`src/hw/rtl/gti_pkg.sv`:
```
// Shared widths, register indexes, codes and handshake structs for the gyro tare and integrate block.
package gti_pkg;

	// Default timestamp width in bits.
	localparam int TIME_WIDTH_DEF = 32;

	// Field and state widths.
	localparam int AXIS_W      = 16;
	localparam int BYTE_W      = 8;
	localparam int SUM_W       = 29;
	localparam int DIV_W       = SUM_W;
	localparam int CNT_W       = 12;
	localparam int BLK_W       = 8;
	localparam int SCALE_W     = 16;
	localparam int ADJ_W       = SUM_W + 1;
	localparam int MAG_W       = ADJ_W + SCALE_W;
	localparam int ACC_W       = 64;
	localparam int SAT_W       = ACC_W - 1;
	localparam int OUT_W       = 32;
	localparam int ANGLE_SHIFT = 24;
	localparam int AXES        = 3;
	localparam int AXIS_IDX_W  = 2;

	// Configuration port.
	localparam int CFG_IDX_W  = 2;
	localparam int CFG_DATA_W = 16;

	localparam logic [CFG_IDX_W-1:0] CFG_TARE_COUNT  = 2'd0;
	localparam logic [CFG_IDX_W-1:0] CFG_BLOCK_COUNT = 2'd1;
	localparam logic [CFG_IDX_W-1:0] CFG_RATE_SCALE  = 2'd2;

	// Register reset values.
	localparam logic [CNT_W-1:0]   TARE_COUNT_RST  = 12'd1000;
	localparam logic [BLK_W-1:0]   BLOCK_COUNT_RST = 8'd10;
	localparam logic [SCALE_W-1:0] RATE_SCALE_RST  = 16'd8523;

	// Operation codes of the shared arithmetic unit.
	localparam logic OP_MUL = 1'b0;
	localparam logic OP_DIV = 1'b1;

	// Result kinds.
	localparam logic KIND_BIAS  = 1'b0;
	localparam logic KIND_ANGLE = 1'b1;

	// Request from the sequencer to the arithmetic unit.
	typedef struct packed {
		logic start;
		logic op;
	} gti_req_t;

	// Status from the arithmetic unit back to the sequencer.
	typedef struct packed {
		logic busy;
		logic done;
	} gti_resp_t;

endpackage

```
`src/hw/rtl/gti_if.sv`:
```
// Channel interfaces for samples, results and configuration writes.
interface gti_sample_if import gti_pkg::*; #(
	parameter int TIME_WIDTH = TIME_WIDTH_DEF
) ();
	logic                  valid;
	logic                  ready;
	logic [BYTE_W-1:0]     x_high;
	logic [BYTE_W-1:0]     x_low;
	logic [BYTE_W-1:0]     y_high;
	logic [BYTE_W-1:0]     y_low;
	logic [BYTE_W-1:0]     z_high;
	logic [BYTE_W-1:0]     z_low;
	logic [TIME_WIDTH-1:0] time_us;

	modport source (
		output valid, x_high, x_low, y_high, y_low, z_high, z_low, time_us,
		input  ready
	);
	modport sink (
		input  valid, x_high, x_low, y_high, y_low, z_high, z_low, time_us,
		output ready
	);
endinterface

interface gti_result_if import gti_pkg::*; ();
	logic                    valid;
	logic                    ready;
	logic                    kind;
	logic signed [OUT_W-1:0] out_x;
	logic signed [OUT_W-1:0] out_y;
	logic signed [OUT_W-1:0] out_z;

	modport source (
		output valid, kind, out_x, out_y, out_z,
		input  ready
	);
	modport sink (
		input  valid, kind, out_x, out_y, out_z,
		output ready
	);
endinterface

interface gti_cfg_if import gti_pkg::*; ();
	logic                  valid;
	logic                  ready;
	logic [CFG_IDX_W-1:0]  index;
	logic [CFG_DATA_W-1:0] data;

	modport source (
		output valid, index, data,
		input  ready
	);
	modport sink (
		input  valid, index, data,
		output ready
	);
endinterface

```
`src/hw/rtl/gti_iter_unit.sv`:
```
// Shared iterative unit: restoring divider and shift-add multiplier on one adder.
module gti_iter_unit import gti_pkg::*; #(
	parameter int TIME_WIDTH = TIME_WIDTH_DEF
) (
	input  logic                        clk,
	input  logic                        arst_n,
	input  gti_req_t                    req,
	input  logic [MAG_W-1:0]            mul_a,
	input  logic [TIME_WIDTH-1:0]       mul_b,
	input  logic [DIV_W-1:0]            div_n,
	input  logic [CNT_W-1:0]            div_d,
	output gti_resp_t                   resp,
	output logic [MAG_W+TIME_WIDTH-1:0] prod,
	output logic [DIV_W-1:0]            quot
);

	localparam int LO_W   = (TIME_WIDTH > DIV_W) ? TIME_WIDTH : DIV_W;
	localparam int STEP_W = $clog2(LO_W + 1);
	localparam int ADD_W  = MAG_W + 1;

	logic [MAG_W-1:0]  a_q;
	logic [ADD_W-1:0]  hi_q;
	logic [LO_W-1:0]   lo_q;
	logic              op_q;
	logic [STEP_W-1:0] step_q;
	logic              busy_q;
	logic              done_q;

	logic [CNT_W:0]    rem_sh;
	logic [ADD_W-1:0]  add_x;
	logic [ADD_W-1:0]  add_y;
	logic [ADD_W-1:0]  add_sum;
	logic              add_ci;
	logic              q_bit;
	logic [ADD_W-1:0]  hi_nxt;
	logic [LO_W-1:0]   lo_nxt;

	// One adder serves both operations: a trial subtract of the divisor, or an
	// add of the multiplicand when the current multiplier bit is set.
	always_comb begin
		rem_sh = {hi_q[CNT_W-1:0], lo_q[DIV_W-1]};
		if (op_q == OP_DIV) begin
			add_x  = ADD_W'(rem_sh);
			add_y  = ~ADD_W'(a_q[CNT_W-1:0]);
			add_ci = 1'b1;
		end else begin
			add_x  = {1'b0, hi_q[MAG_W-1:0]};
			add_y  = lo_q[0] ? {1'b0, a_q} : '0;
			add_ci = 1'b0;
		end
		add_sum = add_x + add_y + ADD_W'(add_ci);
		q_bit   = ~add_sum[ADD_W-1];

		hi_nxt = hi_q;
		lo_nxt = lo_q;
		if (op_q == OP_DIV) begin
			hi_nxt               = q_bit ? add_sum : ADD_W'(rem_sh);
			lo_nxt[DIV_W-1:0]    = {lo_q[DIV_W-2:0], q_bit};
		end else begin
			hi_nxt               = {1'b0, add_sum[ADD_W-1:1]};
			lo_nxt[TIME_WIDTH-1:0] = {add_sum[0], lo_q[TIME_WIDTH-1:1]};
		end
	end

	// Step counter and status.
	always_ff @(posedge clk or negedge arst_n) begin
		if (!arst_n) begin
			busy_q <= 1'b0;
			done_q <= 1'b0;
			step_q <= '0;
		end else begin
			done_q <= 1'b0;
			if (req.start) begin
				busy_q <= 1'b1;
				step_q <= (req.op == OP_DIV) ? STEP_W'(DIV_W) : STEP_W'(TIME_WIDTH);
			end else if (busy_q) begin
				step_q <= step_q - 1'b1;
				if (step_q == STEP_W'(1)) begin
					busy_q <= 1'b0;
					done_q <= 1'b1;
				end
			end
		end
	end

	// Operand and partial result registers.
	always_ff @(posedge clk) begin
		if (req.start) begin
			op_q <= req.op;
			hi_q <= '0;
			if (req.op == OP_DIV) begin
				a_q  <= MAG_W'(div_d);
				lo_q <= LO_W'(div_n);
			end else begin
				a_q  <= mul_a;
				lo_q <= LO_W'(mul_b);
			end
		end else if (busy_q) begin
			hi_q <= hi_nxt;
			lo_q <= lo_nxt;
		end
	end

	assign resp.busy = busy_q;
	assign resp.done = done_q;
	assign prod      = {hi_q[MAG_W-1:0], lo_q[TIME_WIDTH-1:0]};
	assign quot      = lo_q[DIV_W-1:0];

endmodule

```
`src/hw/rtl/gyro_tare_and_integrate.sv`:
```
// Top level: gyro bias tare followed by block averaging and saturating angle integration.
// A sample that does not close a phase is added to the running sums and gives no result.
// A sample that closes the tare phase runs three 29-step divisions on the shared
// divider/multiplier unit.
// A sample that closes an integration block runs, per axis, one division, one scale
// multiply and a TIME_WIDTH-step multiply.
// Reset restores the register defaults, starts the tare phase and clears all sums.
module gyro_tare_and_integrate import gti_pkg::*; #(
	parameter int TIME_WIDTH = TIME_WIDTH_DEF
) (
	input  logic         clk,
	input  logic         arst_n,
	gti_cfg_if.sink      cfg,
	gti_sample_if.sink   sample,
	gti_result_if.source result
);

	localparam int PROD_W = MAG_W + TIME_WIDTH;
	localparam int PEXT_W = (PROD_W > ACC_W) ? PROD_W : ACC_W;

	// Sequencer states.
	localparam logic [2:0] ST_IDLE  = 3'd0;
	localparam logic [2:0] ST_DIV   = 3'd1;
	localparam logic [2:0] ST_DIV_W = 3'd2;
	localparam logic [2:0] ST_MAG   = 3'd3;
	localparam logic [2:0] ST_MUL   = 3'd4;
	localparam logic [2:0] ST_MUL_W = 3'd5;
	localparam logic [2:0] ST_ACC   = 3'd6;
	localparam logic [2:0] ST_FIN   = 3'd7;

	logic [2:0]              state_q;
	logic [CNT_W-1:0]        tare_q;
	logic [BLK_W-1:0]        block_q;
	logic [SCALE_W-1:0]      scale_q;
	logic                    in_tare_q;
	logic [CNT_W-1:0]        cnt_q;
	logic signed [SUM_W-1:0] sum_q [AXES];
	logic signed [SUM_W-1:0] bias_q [AXES];
	logic signed [ACC_W-1:0] acc_q [AXES];
	logic [TIME_WIDTH-1:0]   prev_q;
	logic [TIME_WIDTH-1:0]   elapsed_q;
	logic [CNT_W-1:0]        lim_q;
	logic [AXIS_IDX_W-1:0]   axis_q;
	logic                    adj_neg_q;
	logic [ADJ_W-1:0]        adj_mag_q;
	logic [MAG_W-1:0]        mag_q;
	logic [SAT_W-1:0]        prod_q;

	logic                    out_valid_q;
	logic                    out_kind_q;
	logic signed [OUT_W-1:0] out_q [AXES];

	logic signed [SUM_W-1:0] smp [AXES];
	logic signed [SUM_W-1:0] sum_new [AXES];
	logic [CNT_W-1:0]        lim_raw;
	logic [CNT_W-1:0]        lim;
	logic                    phase_end;
	logic                    accept;
	logic                    out_load;
	logic [TIME_WIDTH-1:0]   now;

	logic signed [SUM_W-1:0] sel_sum;
	logic signed [SUM_W-1:0] sel_bias;
	logic signed [ACC_W-1:0] sel_acc;
	logic [DIV_W-1:0]        div_n;
	logic signed [SUM_W-1:0] mean;
	logic signed [ADJ_W-1:0] adj;
	logic [PEXT_W-1:0]       prod_ext;
	logic                    prod_ovf;
	logic signed [ACC_W-1:0] p64;
	logic signed [ACC_W-1:0] acc_add;
	logic signed [ACC_W-1:0] acc_sub;
	logic signed [ACC_W-1:0] acc_nxt;
	logic signed [OUT_W-1:0] angle [AXES];

	gti_req_t                unit_req;
	gti_resp_t               unit_resp;
	logic [PROD_W-1:0]       unit_prod;
	logic [DIV_W-1:0]        unit_quot;

	// Shared divider and multiplier.
	gti_iter_unit #(
		.TIME_WIDTH(TIME_WIDTH)
	) u_unit (
		.clk    (clk),
		.arst_n (arst_n),
		.req    (unit_req),
		.mul_a  (mag_q),
		.mul_b  (elapsed_q),
		.div_n  (div_n),
		.div_d  (lim_q),
		.resp   (unit_resp),
		.prod   (unit_prod),
		.quot   (unit_quot)
	);

	assign unit_req.start = (state_q == ST_DIV) || (state_q == ST_MUL);
	assign unit_req.op    = (state_q == ST_DIV) ? OP_DIV : OP_MUL;

	// Sample decode, running sums and the phase end test.
	always_comb begin
		smp[0] = SUM_W'(signed'({sample.x_high, sample.x_low}));
		smp[1] = SUM_W'(signed'({sample.y_high, sample.y_low}));
		smp[2] = SUM_W'(signed'({sample.z_high, sample.z_low}));
		for (int i = 0; i < AXES; i++) begin
			sum_new[i] = sum_q[i] + smp[i];
		end
		lim_raw   = in_tare_q ? tare_q : CNT_W'(block_q);
		lim       = (lim_raw == '0) ? CNT_W'(1) : lim_raw;
		phase_end = ({1'b0, cnt_q} + (CNT_W + 1)'(1)) >= {1'b0, lim};
	end

	assign now          = sample.time_us[TIME_WIDTH-1:0];
	assign sample.ready = (state_q == ST_IDLE);
	assign accept       = sample.valid && sample.ready;
	assign cfg.ready    = 1'b1;

	// Per-axis datapath for the axis under work.
	always_comb begin
		sel_sum  = sum_q[axis_q];
		sel_bias = bias_q[axis_q];
		sel_acc  = acc_q[axis_q];
		div_n    = sel_sum[SUM_W-1] ? DIV_W'(-sel_sum) : DIV_W'(sel_sum);
		mean     = sel_sum[SUM_W-1] ? -signed'(unit_quot) : signed'(unit_quot);
		adj      = ADJ_W'(mean) - ADJ_W'(sel_bias);

		prod_ext = PEXT_W'(unit_prod);
		prod_ovf = |prod_ext[PEXT_W-1:SAT_W];

		p64     = signed'({1'b0, prod_q});
		acc_add = sel_acc + p64;
		acc_sub = sel_acc - p64;
		if (!adj_neg_q) begin
			acc_nxt = (!sel_acc[ACC_W-1] && acc_add[ACC_W-1]) ?
				{1'b0, {(ACC_W-1){1'b1}}} : acc_add;
		end else begin
			acc_nxt = (sel_acc[ACC_W-1] && !acc_sub[ACC_W-1]) ?
				{1'b1, {(ACC_W-1){1'b0}}} : acc_sub;
		end
	end

	// Angle output: floor shift to Q16.16, then clamp to 32 bits.
	always_comb begin
		for (int i = 0; i < AXES; i++) begin
			if (acc_q[i][ACC_W-1:ANGLE_SHIFT+OUT_W-1] ==
				{(ACC_W-ANGLE_SHIFT-OUT_W+1){acc_q[i][ACC_W-1]}}) begin
				angle[i] = acc_q[i][ANGLE_SHIFT+OUT_W-1:ANGLE_SHIFT];
			end else if (acc_q[i][ACC_W-1]) begin
				angle[i] = {1'b1, {(OUT_W-1){1'b0}}};
			end else begin
				angle[i] = {1'b0, {(OUT_W-1){1'b1}}};
			end
		end
	end

	assign out_load = (state_q == ST_FIN) && (!out_valid_q || result.ready);

	// Sequencer, configuration registers and block state.
	always_ff @(posedge clk or negedge arst_n) begin
		if (!arst_n) begin
			state_q   <= ST_IDLE;
			tare_q    <= TARE_COUNT_RST;
			block_q   <= BLOCK_COUNT_RST;
			scale_q   <= RATE_SCALE_RST;
			in_tare_q <= 1'b1;
			cnt_q     <= '0;
			prev_q    <= '0;
			axis_q    <= '0;
			for (int i = 0; i < AXES; i++) begin
				sum_q[i]  <= '0;
				bias_q[i] <= '0;
				acc_q[i]  <= '0;
			end
		end else begin
			if (cfg.valid && cfg.ready) begin
				unique case (cfg.index)
					CFG_TARE_COUNT:  tare_q  <= cfg.data[CNT_W-1:0];
					CFG_BLOCK_COUNT: block_q <= cfg.data[BLK_W-1:0];
					CFG_RATE_SCALE:  scale_q <= cfg.data[SCALE_W-1:0];
					default: ;
				endcase
			end

			unique case (state_q)
				ST_IDLE: begin
					if (accept) begin
						for (int i = 0; i < AXES; i++) begin
							sum_q[i] <= sum_new[i];
						end
						if (phase_end) begin
							prev_q  <= now;
							axis_q  <= '0;
							state_q <= ST_DIV;
						end else begin
							cnt_q <= cnt_q + 1'b1;
						end
					end
				end
				ST_DIV: begin
					state_q <= ST_DIV_W;
				end
				ST_DIV_W: begin
					if (unit_resp.done) begin
						if (in_tare_q) begin
							bias_q[axis_q] <= mean;
							if (axis_q == AXIS_IDX_W'(AXES - 1)) begin
								state_q <= ST_FIN;
							end else begin
								axis_q  <= axis_q + 1'b1;
								state_q <= ST_DIV;
							end
						end else begin
							state_q <= ST_MAG;
						end
					end
				end
				ST_MAG: begin
					state_q <= ST_MUL;
				end
				ST_MUL: begin
					state_q <= ST_MUL_W;
				end
				ST_MUL_W: begin
					if (unit_resp.done) begin
						state_q <= ST_ACC;
					end
				end
				ST_ACC: begin
					acc_q[axis_q] <= acc_nxt;
					if (axis_q == AXIS_IDX_W'(AXES - 1)) begin
						state_q <= ST_FIN;
					end else begin
						axis_q  <= axis_q + 1'b1;
						state_q <= ST_DIV;
					end
				end
				ST_FIN: begin
					if (out_load) begin
						in_tare_q <= 1'b0;
						cnt_q     <= '0;
						axis_q    <= '0;
						for (int i = 0; i < AXES; i++) begin
							sum_q[i] <= '0;
						end
						state_q <= ST_IDLE;
					end
				end
				default: state_q <= ST_IDLE;
			endcase
		end
	end

	// Working registers of the per-axis computation.
	always_ff @(posedge clk) begin
		if (accept && phase_end) begin
			lim_q     <= lim;
			elapsed_q <= now - prev_q;
		end
		if (state_q == ST_DIV_W && unit_resp.done) begin
			adj_neg_q <= adj[ADJ_W-1];
			adj_mag_q <= adj[ADJ_W-1] ? ADJ_W'(-adj) : ADJ_W'(adj);
		end
		if (state_q == ST_MAG) begin
			mag_q <= MAG_W'(adj_mag_q * scale_q);
		end
		if (state_q == ST_MUL_W && unit_resp.done) begin
			prod_q <= prod_ovf ? {SAT_W{1'b1}} : prod_ext[SAT_W-1:0];
		end
	end

	// Output register: holds one result until its transfer.
	always_ff @(posedge clk or negedge arst_n) begin
		if (!arst_n) begin
			out_valid_q <= 1'b0;
		end else if (out_load) begin
			out_valid_q <= 1'b1;
		end else if (result.ready) begin
			out_valid_q <= 1'b0;
		end
	end

	always_ff @(posedge clk) begin
		if (out_load) begin
			out_kind_q <= in_tare_q ? KIND_BIAS : KIND_ANGLE;
			for (int i = 0; i < AXES; i++) begin
				out_q[i] <= in_tare_q ? OUT_W'(bias_q[i]) : angle[i];
			end
		end
	end

	assign result.valid = out_valid_q;
	assign result.kind  = out_kind_q;
	assign result.out_x = out_q[0];
	assign result.out_y = out_q[1];
	assign result.out_z = out_q[2];

	// The unit is never busy while a new sample may be taken.
	a_ready_unit_idle: assert property (@(posedge clk) disable iff (!arst_n)
		sample.ready |-> !unit_resp.busy)
		else $error("sample ready while arithmetic unit busy");

	// A unit completion only arrives while the sequencer waits for it.
	a_done_in_wait: assert property (@(posedge clk) disable iff (!arst_n)
		unit_resp.done |-> (state_q == ST_DIV_W || state_q == ST_MUL_W))
		else $error("arithmetic unit completion outside a wait state");

	// A phase-closing sample starts the first division at once.
	a_phase_start: assert property (@(posedge clk) disable iff (!arst_n)
		(accept && phase_end) |=> (state_q == ST_DIV && axis_q == '0))
		else $error("phase end did not start the division sequence");

	// Emitting a result leaves the tare phase and restarts the sample count.
	a_fin_clears: assert property (@(posedge clk) disable iff (!arst_n)
		out_load |=> (cnt_q == '0 && !in_tare_q && state_q == ST_IDLE))
		else $error("phase state not cleared after result load");

	// The axis index rests at zero between items.
	a_axis_idle: assert property (@(posedge clk) disable iff (!arst_n)
		(state_q == ST_IDLE) |-> (axis_q == '0))
		else $error("axis index not cleared while idle");

endmodule
```
`src/flat_wrapper.sv`:
```
// flat-port wrapper written by rule: the top's interface ports become plain ports
module gyro_tare_and_integrate_flat import gti_pkg::*;
#(
	parameter int TIME_WIDTH = TIME_WIDTH_DEF
)
  (clk, arst_n, cfg_valid, cfg_index, cfg_data, cfg_ready, sample_valid, sample_x_high, sample_x_low, sample_y_high, sample_y_low, sample_z_high, sample_z_low, sample_time_us, sample_ready, result_valid, result_kind, result_out_x, result_out_y, result_out_z, result_ready);
  gti_cfg_if cfg_i ();
  gti_sample_if #(.TIME_WIDTH(TIME_WIDTH)) sample_i ();
  gti_result_if result_i ();
  input  logic clk;
  input  logic arst_n;
  input wire logic [$bits(cfg_i.valid)-1:0] cfg_valid;
  input wire logic [$bits(cfg_i.index)-1:0] cfg_index;
  input wire logic [$bits(cfg_i.data)-1:0] cfg_data;
  output wire logic [$bits(cfg_i.ready)-1:0] cfg_ready;
  input wire logic [$bits(sample_i.valid)-1:0] sample_valid;
  input wire logic [$bits(sample_i.x_high)-1:0] sample_x_high;
  input wire logic [$bits(sample_i.x_low)-1:0] sample_x_low;
  input wire logic [$bits(sample_i.y_high)-1:0] sample_y_high;
  input wire logic [$bits(sample_i.y_low)-1:0] sample_y_low;
  input wire logic [$bits(sample_i.z_high)-1:0] sample_z_high;
  input wire logic [$bits(sample_i.z_low)-1:0] sample_z_low;
  input wire logic [$bits(sample_i.time_us)-1:0] sample_time_us;
  output wire logic [$bits(sample_i.ready)-1:0] sample_ready;
  output wire logic [$bits(result_i.valid)-1:0] result_valid;
  output wire logic [$bits(result_i.kind)-1:0] result_kind;
  output wire logic [$bits(result_i.out_x)-1:0] result_out_x;
  output wire logic [$bits(result_i.out_y)-1:0] result_out_y;
  output wire logic [$bits(result_i.out_z)-1:0] result_out_z;
  input wire logic [$bits(result_i.ready)-1:0] result_ready;
  assign cfg_i.valid = cfg_valid;
  assign cfg_i.index = cfg_index;
  assign cfg_i.data = cfg_data;
  assign cfg_ready = cfg_i.ready;
  assign sample_i.valid = sample_valid;
  assign sample_i.x_high = sample_x_high;
  assign sample_i.x_low = sample_x_low;
  assign sample_i.y_high = sample_y_high;
  assign sample_i.y_low = sample_y_low;
  assign sample_i.z_high = sample_z_high;
  assign sample_i.z_low = sample_z_low;
  assign sample_i.time_us = sample_time_us;
  assign sample_ready = sample_i.ready;
  assign result_valid = result_i.valid;
  assign result_kind = result_i.kind;
  assign result_out_x = result_i.out_x;
  assign result_out_y = result_i.out_y;
  assign result_out_z = result_i.out_z;
  assign result_i.ready = result_ready;
  gyro_tare_and_integrate #(.TIME_WIDTH(TIME_WIDTH)) u_core (.clk(clk), .arst_n(arst_n), .cfg(cfg_i), .sample(sample_i), .result(result_i));
endmodule
```
`config.mk`:
```
export PLATFORM = sky130hd
export DESIGN_NAME = gyro_tare_and_integrate_flat
export DESIGN_NICKNAME = d
export VERILOG_FILES = /design/src/hw/rtl/gti_pkg.sv /design/src/hw/rtl/gti_if.sv /design/src/hw/rtl/gti_iter_unit.sv /design/src/hw/rtl/gyro_tare_and_integrate.sv /design/src/flat_wrapper.sv
export SDC_FILE = /design/constraint.sdc
export NUM_CORES = 2
export LEC_CHECK = 0
export BUFFER_PORTS_ARGS = -buffer_cell sky130_fd_sc_hd__buf_2
export CAP_MARGIN = 20
export CORE_UTILIZATION = 65
export DETAILED_ROUTE_END_ITERATION = 12
export PLACE_DENSITY = 0.83
export SYNTH_ARGS = -nofsm -noshare
export SYNTH_HDL_FRONTEND = slang
export SYNTH_SLANG_ARGS = --single-unit
```
`constraint.sdc`:
```
create_clock -name clk -period 17.38 [get_ports clk]
set_input_delay 3.476 -clock clk [delete_from_list [all_inputs] [get_ports clk]]
set_output_delay 3.476 -clock clk [all_outputs]
set_load 0.01 [all_outputs]
```
==> results.sh <==
export IMPL_p_sw_frac=0.462
export IMPL_clk_pin_slew_worst_paths_ns=0.06
export IMPL_cts_max_level=3
export IMPL_critPathArrivalTime_ns=8.27
export IMPL_numCtsBuffers=94
export IMPL_crit_path_end_kind="flip-flop"
export IMPL_avgViaCountPerCell=6.51
export IMPL_p_seq_frac=0.198
export IMPL_outcome="completed"
export IMPL_num_rows=120
export IMPL_whs_path_depth=2
export IMPL_slew_viol_final=0
export IMPL_grt_overflow=0
export IMPL_grt_max_degree=167
export IMPL_synth_top_flop_cell="dfrtp_1"
export IMPL_relSlewSlack=0.128
export IMPL_setup_viol=0
export IMPL_fin_worst_skew_ns=0.0548
export IMPL_synth_nets=8932
export IMPL_slowest_delay_ns=0.74
export IMPL_cts_resized=0
export IMPL_core_area_mm2=0.108
export IMPL_min_from="u_core.acc_q[145]"
export IMPL_fin_nets=8890
export IMPL_yosysTopAreaCellShare=0.158
export IMPL_area_growth_syn_to_layout_pct=7.72
export IMPL_die_w_um=332
export IMPL_ant_nets=0
export IMPL_wire_per_inst_um=23.8
export IMPL_period_share=0.444
export IMPL_ir_worst_vdd_mv=0.732
export IMPL_slowest_stage="nor2b_4"
export IMPL_grt_total_usage=0.404
export IMPL_ios=203
export IMPL_clkLatencyLatePin_ns=0.73
export IMPL_port_buffers=201
export IMPL_switching_power_uw=6580
export IMPL_p_int_uw=7680
export IMPL_numClockSinks=867
export IMPL_worst_ep_required_time_ns=17.93
export IMPL_crit_chain="nor2b_4 > buf_4 > buf_4 > nand2_1 > o21ai_0 > ha_1 > a21o_1 > a21oi_1 > nor2_1 > o31ai_1 > a211o_1 > a211oi_2 > nor4b_2 > nor3_2 > buf_4 > a22oi_1 > o21ai_0 > a21oi_1 > o21ai_0"
export IMPL_grt_setup_unrepaired="false"
export IMPL_worst_r2r_setup_slack_ns=9.66
export IMPL_antenna_found_initial=4
export IMPL_finalCriticalPeriod_ns=7.72
export IMPL_p_leak_uw=0.0350
export IMPL_hold_end="u_core.acc_q[145]"
export IMPL_worstReg2RegStart="u_core.axis_q[1]"
export IMPL_maxCapViolCount=0
export IMPL_cts_tree="built"
export IMPL_cts_setup_buffers=0
export IMPL_synth_area_leaders="dfrtp_1 16%, edfxtp_1 15%, fa_1 11%"
export IMPL_r2r_end="u_core.acc_q[88]"
export IMPL_fin_total_pwr_uw=14300
export IMPL_yosys_warnings=0
export IMPL_worst_pin_slew_ns=1.30
export IMPL_powerDensity_mw_per_mm2=187
export IMPL_cts_root_buffer="clkbuf_16"
export IMPL_dieArea_mm2=0.110
export IMPL_synthArstFlopShare=0.532
export IMPL_routabilityCongestion=1.07
export IMPL_die_y_um=332
export IMPL_drive_gt1_frac=0.0857
export IMPL_hold_viol_final=0
export IMPL_max_clock_freq_ghz=0.130
export IMPL_hold_buffers=0
export IMPL_dp_hpwl_mm=163
export IMPL_hold_class="flip-flop to flip-flop"
export IMPL_syn_mean_instance_area_um2=8.88
export IMPL_first_pass_iters=8
export IMPL_grt_pass1_vias=60000
export IMPL_drc_errors=0
export IMPL_grt_pass1_wl_mm=346
export IMPL_rr_worst_depth=19
export IMPL_yosys_register_bits=867
export IMPL_yosys_area_top_type="dfrtp_1"
export IMPL_criticalPathCategory="flip-flop to flip-flop"
export IMPL_setup_tns_ns=0
export IMPL_worstPathMaxFanout=54
export IMPL_routed_wirelength_mm=224
export IMPL_startpoint="u_core.axis_q[1]"
export IMPL_layout_commonest_cell="nand2_1"
export IMPL_syn_area_mm2=0.0708
export IMPL_clockPowerShare=0.151
export IMPL_layout_common_cells="1205 x nand2_1, 770 x o21ai_0, 702 x inv_1"
export IMPL_drt_iter0_markers=6995
export IMPL_netlist_instances=7976
export IMPL_synth_edff_count=360
export IMPL_combPwrFrac=0.651
export IMPL_clock_path_buffers=3
export IMPL_start_util=0.659
export IMPL_num_vias=61300
export IMPL_ys_types=98
export IMPL_start_kind="flip-flop"
export IMPL_ys_seq_area_frac=0.329
## layer usage
metal	track usage	part of all wire	vias to the layer above
met5	0	0.000076	-
met4	0.253	0.074	4
met3	0.0824	0.099	763
met2	0.626	0.45	3442
met1	0.520	0.38	29800
li1	-	-	27400
## through the flow
step	setup slack (ns)	cell area [um2]	hold WS (ns)	std cells	utilization
6_report	9.66	76300	0.479	9421	0.710
2_1_floorplan	10.60	70800	0.437	7976	-
3_5_place_dp	9.81	72800	0.469	9232	0.677
3_3_place_gp	9.91	72700	0.457	9228	0.676
4_1_cts	9.77	76100	0.483	9410	0.708
5_1_grt	9.38	76300	0.497	9419	0.710
## critical path: cells and delay by family, from the launching register on
family / cells / cell delay, ns
AOI/OAI and AO/OA: 10 / 2.74
adders and majority gates: 1 / 0.53
buffers and inverters: 3 / 1.66
DFF: 1 / 0.72
and+or+nand+nor: 5 / 1.79
## synth_stat cells, types with 45 or more instances
cell type,n
nand2_1,1207
o21ai_0,770
inv_1,704
a21oi_1,550
ha_1,454
dfrtp_1,446
fa_1,399
clkbuf_1,379
nor2_1,373
edfxtp_1,360
and2_1,247
xnor2_1,180
a21o_1,174
mux2i_1,159
xor2_1,129
nand3_1,91
mux2_2,87
nor3_1,85
nor2b_1,81
or2_2,75
nand2b_1,70
a31oi_1,68
o21bai_1,60
o31ai_1,54
nand4_1,47
dfxtp_1,46
o221ai_1,45
## registers in the layout, indices dropped and copies added, names as in the netlist, 12 cells and up
name / flops
u_core.prev_q: 32
u_core.mag_q: 46
u_core.sum_q: 87
u_core.adj_mag_q: 30
u_core.u_unit.lo_q: 32
u_core.u_unit.a_q: 46
u_core.acc_q: 192
u_core.lim_q: 12
u_core.out_q: 96
u_core.u_unit.hi_q: 46
u_core.cnt_q: 12
u_core.scale_q: 16
u_core.prod_q: 63
u_core.tare_q: 12
u_core.bias_q: 87
u_core.elapsed_q: 32
## logic make-up (layout without fill, tap and decap cells)
family,Yosys count,in the layout,synth area share
other cells,1,3,0.0000529
simple gates,2433,2433,0.158
buf+inv,1130,1170,0.0604
mux,246,246,0.0363
compound gates,2137,2137,0.186
fa+ha+maj,853,853,0.193
flops,867,867,0.329
xor+xnor,309,309,0.0382
## how the worst max path moves through the flow
stage	cells after the start	slack, ns	endpoint
global placement	23	9.91	u_core.mag_q[45]
finish	19	9.66	u_core.acc_q[88]
CTS	23	9.77	u_core.mag_q[45]
global route	24	9.38	u_core.mag_q[45]
detailed placement	23	9.81	u_core.mag_q[45]
floorplan	6	10.60	u_core.sum_q[18]
## cell type report
class	count	area, um2
Multi-Input combinational cell	5979	43500
Fill cell	8070	31200
Sequential cell	867	23300
Clock buffer	136	2810
Inverter	709	2660
Timing Repair Buffer	283	1780
Tap cell	1403	1760
Clock inverter	42	520
Antenna cell	2	5.00
## power groups by stage
stage | clock, uW | combinational (uW) | sequential (uW)
floorplan | 0 | 6680 | 2750
global placement | 0 | 8920 | 2850
finish | 2160 | 9290 | 2820
detailed placement | 0 | 9070 | 2850
global route | 2240 | 10300 | 2830
CTS | 2160 | 9210 | 2820
Note: power is estimated with default switching activity, not from simulation.
